<file path="config.mk">
export PLATFORM = sky130hd
export DESIGN_NAME = periodic_task_edf_rm_scheduler_unit
export DESIGN_NICKNAME = d
export VERILOG_FILES = /design/src/rtl/ptes_pkg.sv /design/src/rtl/periodic_task_edf_rm_scheduler_unit.sv /design/src/rtl/ptes_task_eval.sv
export SDC_FILE = /design/constraint.sdc
export NUM_CORES = 1
export LEC_CHECK = 0
export ABC_AREA = 1
export BUFFER_PORTS_ARGS = -buffer_cell sky130_fd_sc_hd__buf_2
export CORE_UTILIZATION = 55
export DETAILED_ROUTE_END_ITERATION = 8
export HOLD_SLACK_MARGIN = 0.12
export PLACE_DENSITY = 0.71
export SYNTH_ARGS = -nofsm -noshare
export SYNTH_HDL_FRONTEND = slang
export SYNTH_HIERARCHICAL = 1
export SYNTH_SLANG_ARGS = --single-unit
export TNS_END_PERCENT = 30
</file>
<file path="constraint.sdc">
create_clock -name clock -period 10.7 [get_ports clock]
set_input_delay 1.07 -clock clock [delete_from_list [all_inputs] [get_ports clock]]
set_output_delay 1.07 -clock clock [all_outputs]
set_load 0.005 [all_outputs]
</file>
<file path="src/rtl/ptes_pkg.sv">
package ptes_pkg;

   localparam int TASKS = 8;
   localparam int TIDX_BITS = 3;
   localparam int TIME_BITS = 16;
   localparam int KEY_BITS = TIME_BITS + 1;
   localparam int CNT_BITS = TIDX_BITS + 1;

   localparam logic ACTION_LOAD = 1'b0;
   localparam logic ACTION_TICK = 1'b1;

   localparam logic POLICY_EDF = 1'b0;
   localparam logic POLICY_RM = 1'b1;

   typedef struct packed {
      logic [TIME_BITS-1:0] used;
      logic [TIME_BITS-1:0] phase;
      logic [TIME_BITS-1:0] budget;
      logic [TIME_BITS-1:0] deadline;
      logic [TIME_BITS-1:0] period;
   } task_entry_type;

   typedef struct packed {
      logic eligible;
      logic wrap;
      logic signed [KEY_BITS-1:0] key;
      task_entry_type next_entry;
   } task_eval_type;

endpackage

</file>
<file path="src/rtl/periodic_task_edf_rm_scheduler_unit.sv">
// Periodic task scheduler with earliest deadline first or rate monotonic selection.
// The req channel carries one item per handshake: tuser selects a table load (0)
// or a time tick (1); tdata holds the slot, period, relative deadline and budget.
// A load writes one table entry and produces no result.
// A tick scans all eight entries, grants the most urgent eligible task, advances
// the phase of every valid entry and then returns one item on the rsp channel with
// the granted slot and an idle flag.
// A tick passes through eight pipelined entry reads, the last compare, a
// read-modify-write of the winner's used count (skipped when no task is granted
// or the winner's phase wraps) and the output register. req_tready returns high
// together with the result, so the next item is not accepted before a tick is done.
// The csr channel writes the policy bit (0 EDF, 1 RM) and is always ready.
// Reset clears all valid bits, the policy and the channel state; table contents
// need no clearing because entries with a clear valid bit are read but ignored.
// When the receiver stalls, the result waits in the output register; loads are
// still accepted, and a further tick is processed but holds its result until the
// output register is free.
module periodic_task_edf_rm_scheduler_unit (
   input  logic        clock,
   input  logic        reset,
   input  logic        req_tvalid,
   output logic        req_tready,
   // task_index [2:0], period [18:3], rel_deadline [34:19], budget [50:35].
   input  logic [55:0] req_tdata,
   // action [0].
   input  logic        req_tuser,
   output logic        rsp_tvalid,
   input  logic        rsp_tready,
   // granted_task [2:0], idle [3].
   output logic [7:0]  rsp_tdata,
   input  logic        csr_valid,
   output logic        csr_ready,
   input  logic [0:0]  csr_data
);

   localparam logic [2:0] ST_IDLE = 3'd0;
   localparam logic [2:0] ST_SCAN = 3'd1;
   localparam logic [2:0] ST_BUMP_RD = 3'd2;
   localparam logic [2:0] ST_BUMP_WR = 3'd3;
   localparam logic [2:0] ST_DONE = 3'd4;

   localparam int TB = ptes_pkg::TIME_BITS;

   ptes_pkg::task_entry_type mem [ptes_pkg::TASKS];
   ptes_pkg::task_entry_type mem_rd_data_ff;
   ptes_pkg::task_entry_type mem_wr_data;
   ptes_pkg::task_entry_type load_entry;
   ptes_pkg::task_eval_type  eval;
   logic [ptes_pkg::TIDX_BITS-1:0] mem_rd_addr;
   logic [ptes_pkg::TIDX_BITS-1:0] mem_wr_addr;
   logic                           mem_wr_en;
   logic                           mem_rd_en;

   logic [2:0] state_ff, state_in;
   logic policy_ff, policy_in;
   logic [ptes_pkg::TASKS-1:0] valid_ff, valid_in;
   logic [ptes_pkg::TASKS-1:0] wrap_ff, wrap_in;
   logic [ptes_pkg::CNT_BITS-1:0] cnt_ff, cnt_in;
   logic rd_vld_ff, rd_vld_in;
   logic [ptes_pkg::TIDX_BITS-1:0] rd_idx_ff, rd_idx_in;
   logic found_ff, found_in;
   logic [ptes_pkg::TIDX_BITS-1:0] best_ff, best_in;
   logic signed [ptes_pkg::KEY_BITS-1:0] best_key_ff, best_key_in;
   logic rsp_valid_ff, rsp_valid_in;
   logic [7:0] rsp_data_ff, rsp_data_in;

   logic req_accept;
   logic [ptes_pkg::TIDX_BITS-1:0] req_slot;

   assign req_tready = (state_ff == ST_IDLE);
   assign req_accept = req_tvalid && req_tready;
   assign csr_ready = 1'b1;
   assign rsp_tvalid = rsp_valid_ff;
   assign rsp_tdata = rsp_data_ff;

   assign req_slot = req_tdata[2:0];
   assign load_entry.period = req_tdata[18:3];
   assign load_entry.deadline = req_tdata[34:19];
   assign load_entry.budget = req_tdata[50:35];
   assign load_entry.phase = '0;
   assign load_entry.used = '0;

   ptes_task_eval u_eval (
      .entry  (mem_rd_data_ff),
      .policy (policy_ff),
      .eval   (eval)
   );

   always_ff @(posedge clock) begin
      if (mem_wr_en) begin
         mem[mem_wr_addr] <= mem_wr_data;
      end
      if (mem_rd_en) begin
         mem_rd_data_ff <= mem[mem_rd_addr];
      end
   end

   always_comb begin
      state_in = state_ff;
      policy_in = policy_ff;
      valid_in = valid_ff;
      wrap_in = wrap_ff;
      cnt_in = cnt_ff;
      rd_vld_in = 1'b0;
      rd_idx_in = rd_idx_ff;
      found_in = found_ff;
      best_in = best_ff;
      best_key_in = best_key_ff;
      rsp_valid_in = rsp_valid_ff && !rsp_tready;
      rsp_data_in = rsp_data_ff;
      mem_wr_en = 1'b0;
      mem_wr_addr = rd_idx_ff;
      mem_wr_data = eval.next_entry;
      mem_rd_en = 1'b0;
      mem_rd_addr = cnt_ff[ptes_pkg::TIDX_BITS-1:0];

      if (csr_valid && csr_ready) begin
         policy_in = csr_data[0];
      end

      unique case (state_ff)
         ST_IDLE: begin
            if (req_accept) begin
               if (req_tuser == ptes_pkg::ACTION_LOAD) begin
                  mem_wr_en = 1'b1;
                  mem_wr_addr = req_slot;
                  mem_wr_data = load_entry;
                  valid_in[req_slot] = 1'b1;
               end else begin
                  state_in = ST_SCAN;
                  cnt_in = '0;
                  found_in = 1'b0;
                  wrap_in = '0;
               end
            end
         end
         ST_SCAN: begin
            if (cnt_ff < ptes_pkg::CNT_BITS'(ptes_pkg::TASKS)) begin
               mem_rd_en = 1'b1;
               rd_vld_in = 1'b1;
               rd_idx_in = cnt_ff[ptes_pkg::TIDX_BITS-1:0];
               cnt_in = cnt_ff + ptes_pkg::CNT_BITS'(1);
            end
            if (rd_vld_ff && valid_ff[rd_idx_ff]) begin
               mem_wr_en = 1'b1;
               wrap_in[rd_idx_ff] = eval.wrap;
               if (eval.eligible && (!found_ff || eval.key < best_key_ff)) begin
                  found_in = 1'b1;
                  best_in = rd_idx_ff;
                  best_key_in = eval.key;
               end
            end
            if (rd_vld_ff && rd_idx_ff == ptes_pkg::TIDX_BITS'(ptes_pkg::TASKS - 1)) begin
               state_in = ST_BUMP_RD;
            end
         end
         ST_BUMP_RD: begin
            if (found_ff && !wrap_ff[best_ff]) begin
               mem_rd_en = 1'b1;
               mem_rd_addr = best_ff;
               state_in = ST_BUMP_WR;
            end else begin
               state_in = ST_DONE;
            end
         end
         ST_BUMP_WR: begin
            mem_wr_en = 1'b1;
            mem_wr_addr = best_ff;
            mem_wr_data = mem_rd_data_ff;
            mem_wr_data.used = mem_rd_data_ff.used + TB'(1);
            state_in = ST_DONE;
         end
         ST_DONE: begin
            if (!rsp_valid_ff || rsp_tready) begin
               rsp_valid_in = 1'b1;
               rsp_data_in = {4'b0, !found_ff, found_ff ? best_ff : 3'b0};
               state_in = ST_IDLE;
            end
         end
         default: begin
            state_in = ST_IDLE;
         end
      endcase
   end

   always_ff @(posedge clock) begin
      if (reset) begin
         state_ff <= ST_IDLE;
         policy_ff <= ptes_pkg::POLICY_EDF;
         valid_ff <= '0;
         rd_vld_ff <= 1'b0;
         rsp_valid_ff <= 1'b0;
         found_ff <= 1'b0;
      end else begin
         state_ff <= state_in;
         policy_ff <= policy_in;
         valid_ff <= valid_in;
         rd_vld_ff <= rd_vld_in;
         rsp_valid_ff <= rsp_valid_in;
         found_ff <= found_in;
      end
   end

   always_ff @(posedge clock) begin
      wrap_ff <= wrap_in;
      cnt_ff <= cnt_in;
      rd_idx_ff <= rd_idx_in;
      best_ff <= best_in;
      best_key_ff <= best_key_in;
      rsp_data_ff <= rsp_data_in;
   end

endmodule

</file>
<file path="src/rtl/ptes_task_eval.sv">
module ptes_task_eval (
   input  ptes_pkg::task_entry_type entry,
   input  logic                     policy,
   output ptes_pkg::task_eval_type  eval
);

   logic [ptes_pkg::KEY_BITS-1:0] phase_next;
   logic                          wrap;

   assign phase_next = {1'b0, entry.phase} + ptes_pkg::KEY_BITS'(1);
   assign wrap = (phase_next >= {1'b0, entry.period});

   always_comb begin
      eval.eligible = (entry.used < entry.budget);
      eval.wrap = wrap;
      if (policy == ptes_pkg::POLICY_RM) begin
         eval.key = $signed({1'b0, entry.period});
      end else begin
         eval.key = $signed({1'b0, entry.deadline}) - $signed({1'b0, entry.phase});
      end
      eval.next_entry = entry;
      if (wrap) begin
         eval.next_entry.phase = '0;
         eval.next_entry.used = '0;
      end else begin
         eval.next_entry.phase = phase_next[ptes_pkg::TIME_BITS-1:0];
      end
   end

endmodule
</file>
### Word-level counts from Yosys, hierarchy flattened

Memories as Yosys holds them, arrays and structs flattened. A register that Yosys moved wholly into a read port is not among the register bits.
Cells that the tools add are included.

| operators by class | value |
|---|---|
| reductions and logical operators | 25 |
| muxes and demuxes | 50 |
| bitwise gates (word level) | 3 |
| add/sub/neg operators | 4 |
| order comparisons | 9 |
| eq/ne operators | 12 |

Operators with widths:

| operator | number |
|---|---|
| 80-bit 2-to-1 mux | 2 |
| 80-bit case mux with 2 select lines | 1 |
| 16-bit 2-to-1 mux | 2 |
| 3-bit 2-to-1 mux | 9 |
| 8-bit 2-to-1 mux | 3 |
| 16-bit by 1-bit adder with 17-bit output, second input constant | 1 |
| 17-bit by 16-bit greater-or-equal comparator with 1-bit output | 1 |
| 17-bit < comparator | 1 |
| 1-bit 2-to-1 mux | 17 |
| 17-bit 2-to-1 mux | 1 |
| 16-bit by 16-bit subtractor with 17-bit output | 1 |
| 16-bit by 1-bit adder with 16-bit output, second input constant | 1 |
| 16-bit < comparator | 1 |
| 8-bit case mux with 2 select lines | 1 |
| 3-bit case mux with 5 select lines | 1 |
| 3-bit by 4-bit < comparator with 1-bit output, second input constant | 3 |
| 4-bit 2-to-1 mux | 3 |
| 4-bit AND reduction | 3 |
| 2-bit != test, second input constant | 5 |
| 8-bit bitwise mux | 1 |
| 1-bit logical AND | 8 |
| 8-bit bitwise OR | 1 |
| 4-bit case mux with 2 select lines | 1 |
| 1-bit binary-select mux with 3-bit select | 2 |
| 20 further kinds | 33 |

| storage, ports and cells | value |
|---|---|
| bits in writable memories | 640 |
| memories kept | 1 |
| bits of input ports | 63 |
| register bits after elaboration | 54 |

Memory list:

| name | depth | width | rd ports | clocked after Yosys merged registers in | write ports | line | RTL |
|---|---|---|---|---|---|---|---|
| mem | 8 | 80 | 1 | 1 | 1 | periodic_task_edf_rm_scheduler_unit.sv:44 | `ptes_pkg::task_entry_type mem [ptes_pkg::TASKS];` |

### Longest topological paths before layout

| depth | value |
|---|---|
| depth after elaboration | 8 |
| mapped depth | 23 |
| depth with buffers taken out | 23 |

### By module

The synthesis kept the hierarchy.

Modules (own cells, without submodules):

| module | cells each | instances | area an instance (µm²) |
|---|---|---|---|
| periodic_task_edf_rm_scheduler_unit | 3,545 | 1 | 35,153.7 |
| ptes_task_eval | 558 | 1 | 3,221.8 |

### Least setup slack after synthesis

Ideal clock, no wire load.

| path | value |
|---|---|
| path kind | input to register |
| start point | in req_tuser |
| end point | mem mem[0][0] (netlist bit) (enable) |
| cell stages on the path | 7 |
| data arrival time | 7.544 ns |
| buffers on the path | 0 |
| path slack | 2.540 ns |
| library setup time | 0.616 ns |
| data required time | 10.084 ns |
| path through | inv_1 -> nand2_1 -> nor2_1 -> nor2_1 -> a221oi_2 -> inv_1 -> nor3_1 |

| between the ends | value |
|---|---|
| cells in the longest elaborated chain, start to end | 5 |
| elaborated cells between the ends (all ways) | 8 |
| those cells by class | mux (8) |

RTL lines:

| element | line | RTL |
|---|---|---|
| from (decl) | periodic_task_edf_rm_scheduler_unit.sv:26 | `input logic req_tuser,` |
| 1-bit 2-to-1 mux | periodic_task_edf_rm_scheduler_unit.sv:124 | `if (req_tuser == ptes_pkg::ACTION_LOAD) begin` |
| 1-bit 2-to-1 mux | periodic_task_edf_rm_scheduler_unit.sv:123 | `if (req_accept) begin` |
| 1-bit case mux with 3 select lines | periodic_task_edf_rm_scheduler_unit.sv:121 | `unique case (state_ff)` |
| 1-bit 2-to-1 mux | periodic_task_edf_rm_scheduler_unit.sv:90 | `if (mem_wr_en) begin` |
| 1-bit 2-to-1 mux (not written as such) | periodic_task_edf_rm_scheduler_unit.sv:91 | `mem[mem_wr_addr] <= mem_wr_data;` |
| to (decl) | periodic_task_edf_rm_scheduler_unit.sv:44 |  |

Parallel ways exist; a longest one is shown, timed or not.

### Final worst setup path

| path | value |
|---|---|
| start point | reg state_ff[2] |
| end point | mem mem[4][18] (netlist bit) (enable) |

| between the ends | value |
|---|---|
| cells in the longest elaborated chain, start to end | 6 |
| elaborated cells between the ends (all ways) | 10 |
| those cells by class | eq/ne (2); mux (6); reduce/logical (2) |

RTL lines:

| element | line | RTL |
|---|---|---|
| from (decl) | periodic_task_edf_rm_scheduler_unit.sv:54 | `logic [2:0] state_ff, state_in;` |
| from (signal assigned) | periodic_task_edf_rm_scheduler_unit.sv:195 | `state_ff <= state_in;` |
| 3-bit zero test | periodic_task_edf_rm_scheduler_unit.sv:70, periodic_task_edf_rm_scheduler_unit.sv:121 |  |
| 1-bit logical AND | periodic_task_edf_rm_scheduler_unit.sv:71 | `assign req_accept = req_tvalid && req_tready;` |
| 1-bit 2-to-1 mux | periodic_task_edf_rm_scheduler_unit.sv:123 |  |
| 1-bit case mux with 3 select lines | periodic_task_edf_rm_scheduler_unit.sv:121 |  |
| 1-bit 2-to-1 mux | periodic_task_edf_rm_scheduler_unit.sv:90 |  |
| 1-bit 2-to-1 mux (not written as such) | periodic_task_edf_rm_scheduler_unit.sv:91 |  |

Parallel ways exist; a longest one is shown, timed or not.

==> reports/metrics.sh <==
CTS-HOLD-FIX-BUFFERS=0
OUTCOME='completed'
AVERAGE_WIRE_PER_CELL_IN_THE_ROUTED_DESIGN_UM=19.3
DRV_CAP=0
NUM_VIAS=27701
HOLDPATHSTAGES=2
YOSYS.AREA.TOP_TYPE_SHARE=0.594
CTS_REPAIR_RESIZE_COUNT=0
NUMBER_OF_PLACED_I_O_PINS=74
SYNTH.TOP_CELLS.BY_COUNT='sky130_fd_sc_hd__nand2_1, sky130_fd_sc_hd__inv_1, sky130_fd_sc_hd__nand3_1'
POWER.DENSITY_nW_PER_UM2=231
DIE-HEIGHT_UM=266
HOLDCRITPATHCLASS='reg -> reg'
GRT_FIRST_PASS_WIRELENGTH_UM=150000
RSZ0062_AT_GRT='no'
IRDROPWORSTVDD_mV=0.141
SYNTH_ENABLE_FLOP_CELLS=759
DESIGN.FINAL.NETS=4173
REG2REG_SETUP_SLACK_NS=5.03
CRIT_PATH_MAX_FANOUT=50
CRITICAL_PATH.ENDPOINT_TYPE='register'
ACHIEVABLE_FREQ_MHz=176
DETAIL_ROUTE.FIRST_PASS.ITERATIONS=5
REPORT.FINAL.SETUP_VIOL=0
WORST-R2R-CELL-COUNT=10
GP_ROUTABILITY_CONGESTION=0.935
GROUTE.USAGE.OVERALL=0.279
WHS_ENDPOINT='valid_ff[7]'
MAPPEDNETLISTAREA_UM2=38400
GLOBAL_ROUTE.OVERFLOW_TOTAL=0
FIN_WORST_SKEW_NS=0.0245
TIMING.SETUP.CRITICAL_PATH_CLASS='reg -> reg'
ASYNC_FLOP_SHARE=0
CTS_TREE='yes'
CLOCK_INSERTION_DELAY_WORST_SKEW_NS=0.63
POSTSYNTH.TOPFLOPCELL='sky130_fd_sc_hd__edfxtp_1'
NUMCTSBUFFERS=80
YOSYS_REGISTER_BITS=774
WORST_PIN_SLEW_NS=1.06
CTS.REPAIR_TIMING.SETUP_BUFFER_COUNT=0
SEQ_AREA_FRAC_SYNTH=0.602
ANTENNA_DIODE_COUNT=0
CRIT-REG2REG-CAPTURE='mem[4][18]'
GRT_ANTENNA_BEFORE_REPAIR=1
TIMING_HOLD_VIOLATIONS_FINAL=0
ROUTE.DETAILED.VIAS_PER_INST=5.50
TIMING_MAX_TRANSITION_VIOLATIONS_FINAL=0
CLK_TRANSITION_REPORTED_PATHS_NS=0.06
ANTENNA_VIOLATING_NETS_POST_ROUTE=0
YOSYS.CELL_COUNT.TOP_TYPE='sky130_fd_sc_hd__nand2_1'
DRC=0
ROUTED_WIRELENGTH_UM=97300
TIMING.CRITICAL_PATH.REQUIRED_NS=10.98
PLACEDCELLCOUNT=4892
TIMING.RR.START='state_ff[2]'
CTS_BUFFER_DEPTH=3
FINAL.MIN_CLOCK_PERIOD_NS=5.67
FP.DIEW_UM=266
POST-SYNTH-TOP-AREA-CELL='sky130_fd_sc_hd__edfxtp_1'
STATIC-LEAKAGE-POWER_nW=18.8
CORE_AREA_UM2=68800
SYNTH.TOP_CELLS.BY_AREA='sky130_fd_sc_hd__edfxtp_1, sky130_fd_sc_hd__nand3_1, sky130_fd_sc_hd__nand2_1, sky130_fd_sc_hd__inv_1, sky130_fd_sc_hd__ha_1'
SYNTHESIS.YOSYS.WARNINGS=6
IO_BUFFER_COUNT=63
MAX_SLEW_MARGIN=0.295
LARGEST_NET_DEGREE_AT_THE_START_OF_GLOBAL_ROUTING=186
STARTPOINT_TYPE='register'
CP_DATA_ARRIVAL_TIME_NS=5.94
HPWL_UM=51900
ROWS=96
HOLD_PATH_STARTPOINT='valid_ff[7]'
LAYOUT-DRIVE-GT1-SHARE=0.0709
SYN2LAYOUT_AREA_GROWTH_PCT=8.27
DIE_AR_UM2=70800
NUMBER_OF_VIOLATIONS_REPORTED_AT_THE_END_OF_DETAILED_ROUTING_ITERATION_0=2982
GRT_PASS1_VIAS=26575
AGGREGATE_NEGATIVE_SETUP_SLACK_NS=0
SYN_AREA_PER_CELL_UM2=9.35
LAYOUT_WORST_PATH_CYCLE_SHARE=0.530
CTS_MAX_LEVEL=3
CLOCK_SINKS=774
POST_LAYOUT_NONFILLER_INSTANCES=5037
POST_SYNTH_INST_COUNT=4103
SYNTHDISTINCTLIBCELLS=47
FLOORPLAN.INITIALDENSITY=0.558
CTS-ROOT-BUF='sky130_fd_sc_hd__clkbuf_16'
power by group:
group	total, mW	leakage [nW]	internal (mW)	switching, mW
Sequential	4.10	7.04	3.94	0.158
Combinational	2.81	10.5	0.773	2.04
Clock	2.70	1.24	1.55	1.16
Total	9.61	18.8	6.26	3.35
flip-flops by register name, indices dropped and copies added, names as in the netlist, 4 cells and up:
signal and flops:
best_key_ff 17, cnt_ff 4, mem 640, mem_rd_data_ff 80, rsp_tdata 4, valid_ff 8, wrap_ff 8
critical path, stage by stage, from the launching register on:
cell                       delay [ns]
sky130_fd_sc_hd__dfxtp_1         0.37
sky130_fd_sc_hd__inv_1           0.07
sky130_fd_sc_hd__nand3_1         0.07
sky130_fd_sc_hd__buf_4           0.23
sky130_fd_sc_hd__clkinv_2        0.80
sky130_fd_sc_hd__buf_4           0.61
sky130_fd_sc_hd__a221oi_2        0.60
sky130_fd_sc_hd__inv_1           0.23
sky130_fd_sc_hd__nor3_2          0.87
sky130_fd_sc_hd__buf_4           0.86
sky130_fd_sc_hd__buf_4           0.52
kinds of logic (layout without fill, tap and decap cells):
family / Yosys count / count (layout) / synth area share
and+or+nand+nor: 2007 / 2007 / 0.233
buffers and inverters: 1104 / 1104 / 0.119
DFF: 774 / 774 / 0.602
AOI/OAI and AO/OA: 137 / 137 / 0.0215
adders and majority gates: 67 / 67 / 0.0220
xor gates and xnor gates: 12 / 12 / 0.00274
other: 2 / 5 / 0.000196
area by class of cell:
class,instances,area (µm²)
fill,5549,27300
sequential,774,23100
multi-input combinational,2228,10900
inverter,854,3210
clock buffer,108,2200
tap,931,1160
timing repair buffer,105,668
clock inverter,37,339
cell usage in the layout, fill, tap and decap left out, drive strengths merged, types with 4 or more instances in the layout:
cell type	instances
a21oi	53
a22o	18
a31oi	5
buf	105
bufinv	4
clkbuf	108
clkinv	30
conb	5
dfxtp	15
edfxtp	759
ha	66
inv	856
nand2	1012
nand3	832
nand4	16
nor2	75
nor3	57
o21ai	47
or2	7
xnor2	4
xor2	8
layer usage:
layer,global-route usage,part of all wire,vias up
li1,-,-,13134
met1,0.384,0.41,13060
met2,0.454,0.47,1328
met3,0.0405,0.090,179
met4,0.0994,0.029,0
met5,0,0,-
metrics by stage:
| stage | hold WS (ns) | cell area [µm²] | total power [mW] | utilization | setup WS, ns |
|---|---|---|---|---|---|
| 3_3_place_gp | 0.449 | 39000 | 6.86 | 0.567 | 5.07 |
| 5_1_grt | 0.483 | 41500 | 10.1 | 0.604 | 4.82 |
| 6_report | 0.461 | 41500 | 9.61 | 0.604 | 5.03 |
| 4_1_cts | 0.460 | 41500 | 9.61 | 0.604 | 5.03 |
| 2_1_floorplan | 0.424 | 38400 | 6.17 | - | 2.54 |
| 3_5_place_dp | 0.449 | 39000 | 6.92 | 0.567 | 5.04 |
worst max-delay path by stage:
stage	to	startpoint	depth (start not counted)	slack, ns
final	mem[4][18]	state_ff[2]	10	5.03
after global routing	mem[4][47]	state_ff[2]	10	4.82
after CTS	mem[4][36]	state_ff[2]	10	5.03
after detailed placement	mem[4][15]	state_ff[2]	10	5.04
after global placement	mem[4][15]	state_ff[2]	10	5.07
after floorplan	mem[0][0]	req_tuser	7	2.54
Note: power is estimated with default switching activity, not from simulation.
